`src/rtl/ckm_pkg.sv`:
```
// ckm_pkg: shared constants, status codes and the command name ROM
// for the command keyword matcher. No dependencies.
package ckm_pkg;

    localparam int LineMaxDefault     = 32;
    localparam int NumCommandsDefault = 17;
    localparam int NameMaxDefault     = 10;
    localparam int QueueDepthDefault  = 2;

    localparam int NameBytes = 10;

    localparam logic [7:0] CharNewline = 8'h0A;
    localparam logic [7:0] CharLowA    = 8'h61;
    localparam logic [7:0] CharLowZ    = 8'h7A;
    localparam logic [7:0] CharUpA     = 8'h41;
    localparam logic [7:0] CharUpZ     = 8'h5A;
    localparam logic [7:0] CharZero    = 8'h30;
    localparam logic [7:0] CharNine    = 8'h39;
    localparam logic [7:0] CaseOffset  = 8'd32;

    typedef enum logic [1:0] {
        ST_EMPTY     = 2'd0,
        ST_FOUND     = 2'd1,
        ST_NOT_FOUND = 2'd2,
        ST_OVERSHOOT = 2'd3
    } line_status_t;

    // names are right-justified in the vector, first character highest
    function automatic logic [NameBytes*8-1:0] cmd_name(int k);
        case (k)
            0:       return (NameBytes*8)'("5V");
            1:       return (NameBytes*8)'("VBAT");
            2:       return (NameBytes*8)'("GPSON");
            3:       return (NameBytes*8)'("GPSOFF");
            4:       return (NameBytes*8)'("GPSSENDOFF");
            5:       return (NameBytes*8)'("GPSFAST");
            6:       return (NameBytes*8)'("GPSSLOW");
            7:       return (NameBytes*8)'("GPSBAUD");
            8:       return (NameBytes*8)'("RFRST");
            9:       return (NameBytes*8)'("RFI");
            10:      return (NameBytes*8)'("RFREAD");
            11:      return (NameBytes*8)'("RFSEND");
            12:      return (NameBytes*8)'("RFWAIT");
            13:      return (NameBytes*8)'("RFSLAVE");
            14:      return (NameBytes*8)'("RFMASTER");
            15:      return (NameBytes*8)'("PRINTCMD");
            16:      return (NameBytes*8)'("HELP");
            default: return '0;
        endcase
    endfunction

    function automatic int name_len(int k);
        case (k)
            0:       return 2;
            1:       return 4;
            2:       return 5;
            3:       return 6;
            4:       return 10;
            5:       return 7;
            6:       return 7;
            7:       return 7;
            8:       return 5;
            9:       return 3;
            10:      return 6;
            11:      return 6;
            12:      return 6;
            13:      return 7;
            14:      return 8;
            15:      return 8;
            16:      return 4;
            default: return 0;
        endcase
    endfunction

    function automatic int eff_len(int k, int name_max);
        return (name_len(k) < name_max) ? name_len(k) : name_max;
    endfunction

    function automatic logic [7:0] name_char(int k, int p);
        logic [NameBytes*8-1:0] s;
        int l;
        s = cmd_name(k);
        l = name_len(k);
        if (p >= 0 && p < l)
        begin
            return s[8*(l-1-p) +: 8];
        end
        return 8'h00;
    endfunction

endpackage

```
`src/rtl/ckm_front.sv`:
```
// ckm_front: accepts characters, folds case, tracks the line state and
// the mask of still-matching commands; pushes one record per line.
// Depends on ckm_pkg.
module ckm_front #(
    parameter int LINE_MAX     = ckm_pkg::LineMaxDefault,
    parameter int NUM_COMMANDS = ckm_pkg::NumCommandsDefault,
    parameter int NAME_MAX     = ckm_pkg::NameMaxDefault,
    localparam int CntW = $clog2(LINE_MAX + 2),
    localparam int RecW = 1 + CntW + NUM_COMMANDS
) (
    input  logic            clk,
    input  logic            rst_n,
    input  logic [7:0]      char_code,
    input  logic            in_valid,
    output logic            in_ready,
    input  logic            q_full,
    output logic            push,
    output logic [RecW-1:0] push_data
);

    localparam logic [CntW-1:0] LineMaxC = CntW'(LINE_MAX);

    logic [NUM_COMMANDS-1:0] mask_reg, mask_next;
    logic [CntW-1:0]         count_reg, count_next;
    logic [CntW-1:0]         tlen_reg, tlen_next;
    logic                    open_reg, open_next;

    logic                    accept;
    logic                    is_nl;
    logic [7:0]              c_up;
    logic                    is_tok;
    logic [NUM_COMMANDS-1:0] keep;

    assign is_nl    = (char_code == ckm_pkg::CharNewline);
    assign in_ready = !q_full || !is_nl;
    assign accept   = in_valid && in_ready;
    assign push     = accept && is_nl;
    assign push_data = {(count_reg > LineMaxC), tlen_reg, mask_reg};

    assign c_up = (char_code >= ckm_pkg::CharLowA && char_code <= ckm_pkg::CharLowZ)
                  ? (char_code - ckm_pkg::CaseOffset) : char_code;
    assign is_tok = (c_up >= ckm_pkg::CharUpA && c_up <= ckm_pkg::CharUpZ)
                 || (c_up >= ckm_pkg::CharZero && c_up <= ckm_pkg::CharNine);

    for (genvar k = 0; k < NUM_COMMANDS; k++)
    begin : g_cmp
        localparam int EffLen = ckm_pkg::eff_len(k, NAME_MAX);
        assign keep[k] = (tlen_reg < CntW'(EffLen))
                      && (ckm_pkg::name_char(k, int'(tlen_reg)) == c_up);
    end

    always_comb
    begin
        mask_next  = mask_reg;
        count_next = count_reg;
        tlen_next  = tlen_reg;
        open_next  = open_reg;
        if (accept)
        begin
            if (is_nl)
            begin
                mask_next  = '1;
                count_next = '0;
                tlen_next  = '0;
                open_next  = 1'b1;
            end
            else if (count_reg < LineMaxC)
            begin
                count_next = count_reg + 1'b1;
                if (open_reg)
                begin
                    if (is_tok)
                    begin
                        mask_next = mask_reg & keep;
                        tlen_next = tlen_reg + 1'b1;
                    end
                    else
                    begin
                        open_next = 1'b0;
                    end
                end
            end
            else if (count_reg == LineMaxC)
            begin
                count_next = count_reg + 1'b1;
            end
        end
    end

    always_ff @(posedge clk or negedge rst_n)
    begin
        if (!rst_n)
        begin
            mask_reg  <= '1;
            count_reg <= '0;
            tlen_reg  <= '0;
            open_reg  <= 1'b1;
        end
        else
        begin
            mask_reg  <= mask_next;
            count_reg <= count_next;
            tlen_reg  <= tlen_next;
            open_reg  <= open_next;
        end
    end

endmodule

```
`src/rtl/ckm_queue.sv`:
```
// ckm_queue: short FIFO of per-line records between front and back.
// Depends on ckm_pkg for the default depth.
module ckm_queue #(
    parameter int W     = 8,
    parameter int DEPTH = ckm_pkg::QueueDepthDefault,
    localparam int PtrW = (DEPTH > 1) ? $clog2(DEPTH) : 1,
    localparam int CntW = $clog2(DEPTH + 1)
) (
    input  logic         clk,
    input  logic         rst_n,
    input  logic         push,
    input  logic [W-1:0] push_data,
    output logic         full,
    input  logic         pop,
    output logic         q_valid,
    output logic [W-1:0] q_data
);

    logic [W-1:0]    mem [DEPTH];
    logic [PtrW-1:0] wr_ptr_reg, rd_ptr_reg;
    logic [CntW-1:0] cnt_reg;

    assign full    = (cnt_reg == CntW'(DEPTH));
    assign q_valid = (cnt_reg != '0);
    assign q_data  = mem[rd_ptr_reg];

    function automatic logic [PtrW-1:0] ptr_inc(logic [PtrW-1:0] p);
        return (p == PtrW'(DEPTH - 1)) ? '0 : p + 1'b1;
    endfunction

    always_ff @(posedge clk)
    begin
        if (push)
        begin
            mem[wr_ptr_reg] <= push_data;
        end
    end

    always_ff @(posedge clk or negedge rst_n)
    begin
        if (!rst_n)
        begin
            wr_ptr_reg <= '0;
            rd_ptr_reg <= '0;
            cnt_reg    <= '0;
        end
        else
        begin
            if (push)
            begin
                wr_ptr_reg <= ptr_inc(wr_ptr_reg);
            end
            if (pop)
            begin
                rd_ptr_reg <= ptr_inc(rd_ptr_reg);
            end
            if (push && !pop)
            begin
                cnt_reg <= cnt_reg + 1'b1;
            end
            else if (pop && !push)
            begin
                cnt_reg <= cnt_reg - 1'b1;
            end
        end
    end

`ifndef SYNTHESIS
    a_no_overflow: assert property (@(posedge clk) disable iff (!rst_n)
        full |-> !push)
        else $error("queue push while full");
    a_no_underflow: assert property (@(posedge clk) disable iff (!rst_n)
        pop |-> q_valid)
        else $error("queue pop while empty");
    a_count_range: assert property (@(posedge clk) disable iff (!rst_n)
        cnt_reg <= CntW'(DEPTH))
        else $error("queue count out of range");
`endif

endmodule

```
`src/rtl/ckm_back.sv`:
```
// ckm_back: pops line records, picks the first full-length match and
// holds the result in an output register. Depends on ckm_pkg.
module ckm_back #(
    parameter int LINE_MAX     = ckm_pkg::LineMaxDefault,
    parameter int NUM_COMMANDS = ckm_pkg::NumCommandsDefault,
    parameter int NAME_MAX     = ckm_pkg::NameMaxDefault,
    localparam int CntW = $clog2(LINE_MAX + 2),
    localparam int IdxW = (NUM_COMMANDS > 1) ? $clog2(NUM_COMMANDS) : 1,
    localparam int RecW = 1 + CntW + NUM_COMMANDS
) (
    input  logic            clk,
    input  logic            rst_n,
    input  logic            q_valid,
    input  logic [RecW-1:0] q_data,
    output logic            pop,
    output logic            out_valid,
    input  logic            out_ready,
    output logic [1:0]      line_status,
    output logic [4:0]      command_index,
    output logic [5:0]      token_length
);

    logic                    rec_over;
    logic [CntW-1:0]         rec_len;
    logic [NUM_COMMANDS-1:0] rec_mask;
    logic [NUM_COMMANDS-1:0] hit;
    logic                    any_hit;
    logic [IdxW-1:0]         hit_idx;
    logic [IdxW+4:0]         idx_wide;
    logic [CntW+5:0]         len_wide;

    ckm_pkg::line_status_t status_next;
    logic [4:0]            index_next;
    logic [5:0]            length_next;

    logic                  valid_reg;
    ckm_pkg::line_status_t status_reg;
    logic [4:0]            index_reg;
    logic [5:0]            length_reg;

    assign {rec_over, rec_len, rec_mask} = q_data;

    for (genvar k = 0; k < NUM_COMMANDS; k++)
    begin : g_hit
        localparam int EffLen = ckm_pkg::eff_len(k, NAME_MAX);
        assign hit[k] = rec_mask[k] && (rec_len == CntW'(EffLen));
    end

    always_comb
    begin
        hit_idx = '0;
        for (int k = NUM_COMMANDS - 1; k >= 0; k--)
        begin
            if (hit[k])
            begin
                hit_idx = IdxW'(k);
            end
        end
    end

    assign any_hit  = |hit;
    assign idx_wide = {5'b0, hit_idx};
    assign len_wide = {6'b0, rec_len};

    always_comb
    begin
        status_next = ckm_pkg::ST_NOT_FOUND;
        index_next  = '0;
        length_next = len_wide[5:0];
        if (rec_over)
        begin
            status_next = ckm_pkg::ST_OVERSHOOT;
            length_next = '0;
        end
        else if (rec_len == '0)
        begin
            status_next = ckm_pkg::ST_EMPTY;
        end
        else if (any_hit)
        begin
            status_next = ckm_pkg::ST_FOUND;
            index_next  = idx_wide[4:0];
        end
    end

    assign pop = q_valid && (!valid_reg || out_ready);

    always_ff @(posedge clk or negedge rst_n)
    begin
        if (!rst_n)
        begin
            valid_reg <= 1'b0;
        end
        else if (!valid_reg || out_ready)
        begin
            valid_reg <= q_valid;
        end
    end

    always_ff @(posedge clk)
    begin
        if (pop)
        begin
            status_reg <= status_next;
            index_reg  <= index_next;
            length_reg <= length_next;
        end
    end

    assign out_valid     = valid_reg;
    assign line_status   = status_reg;
    assign command_index = index_reg;
    assign token_length  = length_reg;

`ifndef SYNTHESIS
    a_overshoot_zero: assert property (@(posedge clk) disable iff (!rst_n)
        (valid_reg && status_reg == ckm_pkg::ST_OVERSHOOT)
            |-> (index_reg == '0 && length_reg == '0))
        else $error("overshoot result carries index or length");
    a_empty_zero: assert property (@(posedge clk) disable iff (!rst_n)
        (valid_reg && status_reg == ckm_pkg::ST_EMPTY)
            |-> (index_reg == '0 && length_reg == '0))
        else $error("empty result carries index or length");
    a_load_from_queue: assert property (@(posedge clk) disable iff (!rst_n)
        $rose(valid_reg) |-> $past(q_valid))
        else $error("result raised without a queued record");
    a_notfound_len: assert property (@(posedge clk) disable iff (!rst_n)
        (valid_reg && status_reg == ckm_pkg::ST_NOT_FOUND) |-> (index_reg == '0))
        else $error("not-found result carries an index");
`endif

endmodule

```
`src/rtl/command_keyword_matcher_unit.sv`:
```
// command_keyword_matcher_unit: top level of the console keyword matcher.
// Instantiates ckm_front, ckm_queue and ckm_back; depends on ckm_pkg.
//
//   channel | signals                                       | direction
//   --------+-----------------------------------------------+----------
//   input   | in_valid, in_ready, char_code[7:0]            | in
//   output  | out_valid, out_ready, line_status[1:0],       | out
//           | command_index[4:0], token_length[5:0]         |
//
// One character per cycle; every command name is compared in parallel.
// out_valid for a newline's result rises after the record passes the line queue and
// output register, later when the output register or two-entry line queue is full.
// Only a newline waits for queue space; other characters are always taken.
// Reset (rst_n low, asynchronous) clears the line state and empties the queue.
module command_keyword_matcher_unit #(
    parameter int LINE_MAX     = ckm_pkg::LineMaxDefault,
    parameter int NUM_COMMANDS = ckm_pkg::NumCommandsDefault,
    parameter int NAME_MAX     = ckm_pkg::NameMaxDefault
) (
    input  logic       clk,
    input  logic       rst_n,
    input  logic       in_valid,
    output logic       in_ready,
    input  logic [7:0] char_code,
    output logic       out_valid,
    input  logic       out_ready,
    output logic [1:0] line_status,
    output logic [4:0] command_index,
    output logic [5:0] token_length
);

    localparam int CntW = $clog2(LINE_MAX + 2);
    localparam int RecW = 1 + CntW + NUM_COMMANDS;

    logic            push, pop, q_full, q_valid;
    logic [RecW-1:0] push_data, q_data;

    ckm_front #(
        .LINE_MAX     (LINE_MAX),
        .NUM_COMMANDS (NUM_COMMANDS),
        .NAME_MAX     (NAME_MAX)
    ) u_front (
        .clk       (clk),
        .rst_n     (rst_n),
        .char_code (char_code),
        .in_valid  (in_valid),
        .in_ready  (in_ready),
        .q_full    (q_full),
        .push      (push),
        .push_data (push_data)
    );

    ckm_queue #(
        .W     (RecW),
        .DEPTH (ckm_pkg::QueueDepthDefault)
    ) u_queue (
        .clk       (clk),
        .rst_n     (rst_n),
        .push      (push),
        .push_data (push_data),
        .full      (q_full),
        .pop       (pop),
        .q_valid   (q_valid),
        .q_data    (q_data)
    );

    ckm_back #(
        .LINE_MAX     (LINE_MAX),
        .NUM_COMMANDS (NUM_COMMANDS),
        .NAME_MAX     (NAME_MAX)
    ) u_back (
        .clk           (clk),
        .rst_n         (rst_n),
        .q_valid       (q_valid),
        .q_data        (q_data),
        .pop           (pop),
        .out_valid     (out_valid),
        .out_ready     (out_ready),
        .line_status   (line_status),
        .command_index (command_index),
        .token_length  (token_length)
    );

endmodule
```
`config.mk`:
```
export PLATFORM = sky130hd
export DESIGN_NAME = command_keyword_matcher_unit
export DESIGN_NICKNAME = d
export VERILOG_FILES = /design/src/rtl/ckm_pkg.sv /design/src/rtl/ckm_front.sv /design/src/rtl/ckm_queue.sv /design/src/rtl/ckm_back.sv /design/src/rtl/command_keyword_matcher_unit.sv
export SDC_FILE = /design/constraint.sdc
export NUM_CORES = 1
export LEC_CHECK = 0
export BUFFER_PORTS_ARGS = -buffer_cell sky130_fd_sc_hd__buf_4
export CAP_MARGIN = 25
export CORE_MARGIN = 4
export CORE_UTILIZATION = 50
export CTS_BUF_LIST = sky130_fd_sc_hd__clkbuf_4 sky130_fd_sc_hd__clkbuf_8
export DETAILED_ROUTE_END_ITERATION = 10
export PLACE_DENSITY = 0.67
export SETUP_SLACK_MARGIN = 0.15
export SLEW_MARGIN = 20
export SYNTH_ARGS = -nofsm -noshare
export SYNTH_HDL_FRONTEND = slang
export SYNTH_SLANG_ARGS = --single-unit
```
`constraint.sdc`:
```
create_clock -name clk -period 8.8 [get_ports clk]
set_input_delay 0.88 -clock clk [delete_from_list [all_inputs] [get_ports clk]]
set_output_delay 0.88 -clock clk [all_outputs]
set_load 0.02 [all_outputs]
```
==> metrics.txt <==
Synthesized Nets 859; overall routing resource usage 0.257; pwr dens 163 nW/um2; status finished clean; CP required 9.08 ns; Worst Reg-to-Reg Cells 9; CP most frequent cell or4_1; Final setup viols 0; ANT nets after route 0; fraction of the mapped netlist area in adder cells 0.0376; Die Footprint 16,700 um2; Post-synth EDFFs 61; total detailed-routing wirelength 21,200 um; multiplexer share of the synthesized area 0.0415; final hold viol count 0; Rows 43; Clock transition at path regs 0.11 ns; Iteration-0 DRC Markers 782; HP Class primary input to asynchronous set/reset pin; Post-Synthesis Cells 825; Die Wd 129 um; Final Cycle Share 0.469; CP Cell Sequence buf_4 > inv_1 > ha_1 > nor2b_1 > nand2_1 > or4_1 > xnor2_1 > or4_1 > o31ai_1; max reg flops 48; Post-Synth Simple-Gate Area 0.222; htree depth 3; CTS Sinks 96; post-synth cell types 83; Tightest Pin Transition 0.988 ns; Die Height 129 um; hold slack 0.460 ns; commonest non-fill, non-tap cells in the layout nor2_1, nand2_1, edfxtp_1, a21oi_1, o21ai_0; largest net degree at the start of global routing 51; XOR/XNOR share of the synthesized area 0.0502; Root Buffer clkbuf_8; mapped cell area 7330 um2; Placer Congestion 0.921; Crit. End Element flop; DP HPWL 15,400 um; Worst IR Drop VDD 0.113 mV; critical path type flop to flop; pre-CTS setup slack 4.44 ns; top_reg_cell synth edfxtp_1; DR vias 6,559; R2R Path Start u_front.tlen_reg[0]; GR Overflow Total 0; Total Neg Setup Slack 0 ns; R2R setup slack 4.68 ns; Starting Density 0.520; Ant. Diodes 0; register bit total from synthesis 96; global-route wire length before repair 33,600 um; Synth Area in Compound Gates 0.225; total CTS buffers 9; Mean Syn Cell Area 8.88 um2; share of post-route cells with drive strength above 1 0.114; Worst Clk Skew 0.0135 ns; crit-path max FO 50; P&R area growth vs syn 5.50%; vias per cell 6.59; clk buf depth 2; Arrival @ worst endpoint 4.40 ns; clk_lat worst skew 0.36 ns; crit path capture u_front.mask_reg[13]; hold_buf cts 0; Pre-Repair DR Iteration Count 8; slowest stage cell on the critical path ha_1; Resize count post-CTS 0; largest family of logic cells by synthesized area compound AO/OA/AOI/OAI gates; Slew Limit Fails 0; f_max 242 MHz; CP Launch Type flop; asr flop ratio synth 0.365; Max-slew headroom 0.341; Yosys Warn Count 0; DRC Markers 0; Final min period 4.12 ns; CTS tree yes; Total Nets Final 845; Leak 2.91 nW; Max Cap Violations 0; Critical Path Source u_front.tlen_reg[0]; RSZ-0062 raised after global routing no; vias in the first global route 6,080; core area 14,100 um2; most common cell after layout, fill and taps aside nor2_1; sequential cell area fraction in the yosys report 0.372; Post CTS Setup Buffer Count 0; DR WL/cell 21.3 um; FF-to-FF End u_front.mask_reg[13]; PortBufs 26; overall power 1.26 mW; worst setup margin 4.68 ns; I/O Pins 27; worst stage delay on the critical path 0.71 ns; initial antenna violation count 0
-- how the worst min path moves through the flow --
stage | startpoint | end | cells past startpoint | slack, ns
after global placement | u_front.mask_reg[15] | u_front.mask_reg[15] | 2 | 0.47
after CTS | rst_n | u_front.tlen_reg[5] | 1 | 0.46
after detailed placement | u_front.mask_reg[7] | u_front.mask_reg[7] | 2 | 0.48
final | rst_n | u_front.count_reg[1] | 1 | 0.46
after floorplan | u_front.mask_reg[15] | u_front.mask_reg[15] | 2 | 0.45
after global routing | rst_n | u_front.tlen_reg[5] | 1 | 0.47
-- critical path: cells and delay by family, from the launching register on --
kind	cells	cell delay (ns)
buf+inv	2	0.93
xor+xnor	1	0.14
flops	1	0.33
compound gates	1	0.21
fa+ha+maj	1	0.71
simple gates	4	1.69
-- cells in the mapped netlist, types with 11 or more instances --
cell       n  share of area
nand2_1   63          0.032
nand3_1   23          0.016
buf_2     14         0.0096
edfxtp_1  61           0.25
inv_1     24          0.012
xnor2_1   30          0.036
nor2_1    71          0.036
clkbuf_1  33          0.017
ha_1      22          0.038
a21oi_1   57          0.039
o21ai_0   42          0.029
dfrtp_1   17          0.058
nand2b_1  21          0.018
dfstp_2   18          0.065
nor2b_1   20          0.017
nor3_1    30          0.020
xor2_1    12          0.014
mux2i_1   27          0.037
a31oi_1   11         0.0094
-- power breakdown --
| part | total [mW] | leakage [nW] | internal, mW | switching (mW) |
|---|---|---|---|---|
| logic | 0.341 | 1.83 | 0.148 | 0.193 |
| clock network | 0.283 | 0.101 | 0.112 | 0.171 |
| registers | 0.635 | 0.983 | 0.555 | 0.0803 |
| total | 1.26 | 2.91 | 0.815 | 0.444 |
-- routing by layer --
metal  routed length [um]  global-route usage  vias up
met2                 9790               0.408      275
met1                 9430               0.363     3166
li1                     -                   -     3086
met4                  533              0.0834        0
met3                 1420              0.0383       32
met5                    0                   0        -
-- cells by family after synthesis --
family,count (synthesis)
and+or+nand+nor,309
adders and majority gates,22
muxes,30
AOI/OAI and AO/OA,240
buffers and inverters,86
DFF,96
xor gates and xnor gates,42
-- metrics by stage --
step / area (um2) / std cells / utilization
floorplan: 7330 / 825 / -
global placement: 7530 / 980 / 0.534
detailed placement: 7530 / 980 / 0.534
CTS: 7730 / 996 / 0.548
global route: 7730 / 996 / 0.549
finish: 7730 / 996 / 0.549
-- final cells by class --
class / count / area [um2]
clock buffers: 9 / 124
repair buffers: 32 / 240
well taps: 180 / 225
multi-input cells: 643 / 4230
flip-flops and latches: 96 / 2730
fillers: 1278 / 6360
inverters: 29 / 109
clock inverters: 7 / 73.8
Note: power is estimated with default switching activity, not from simulation.
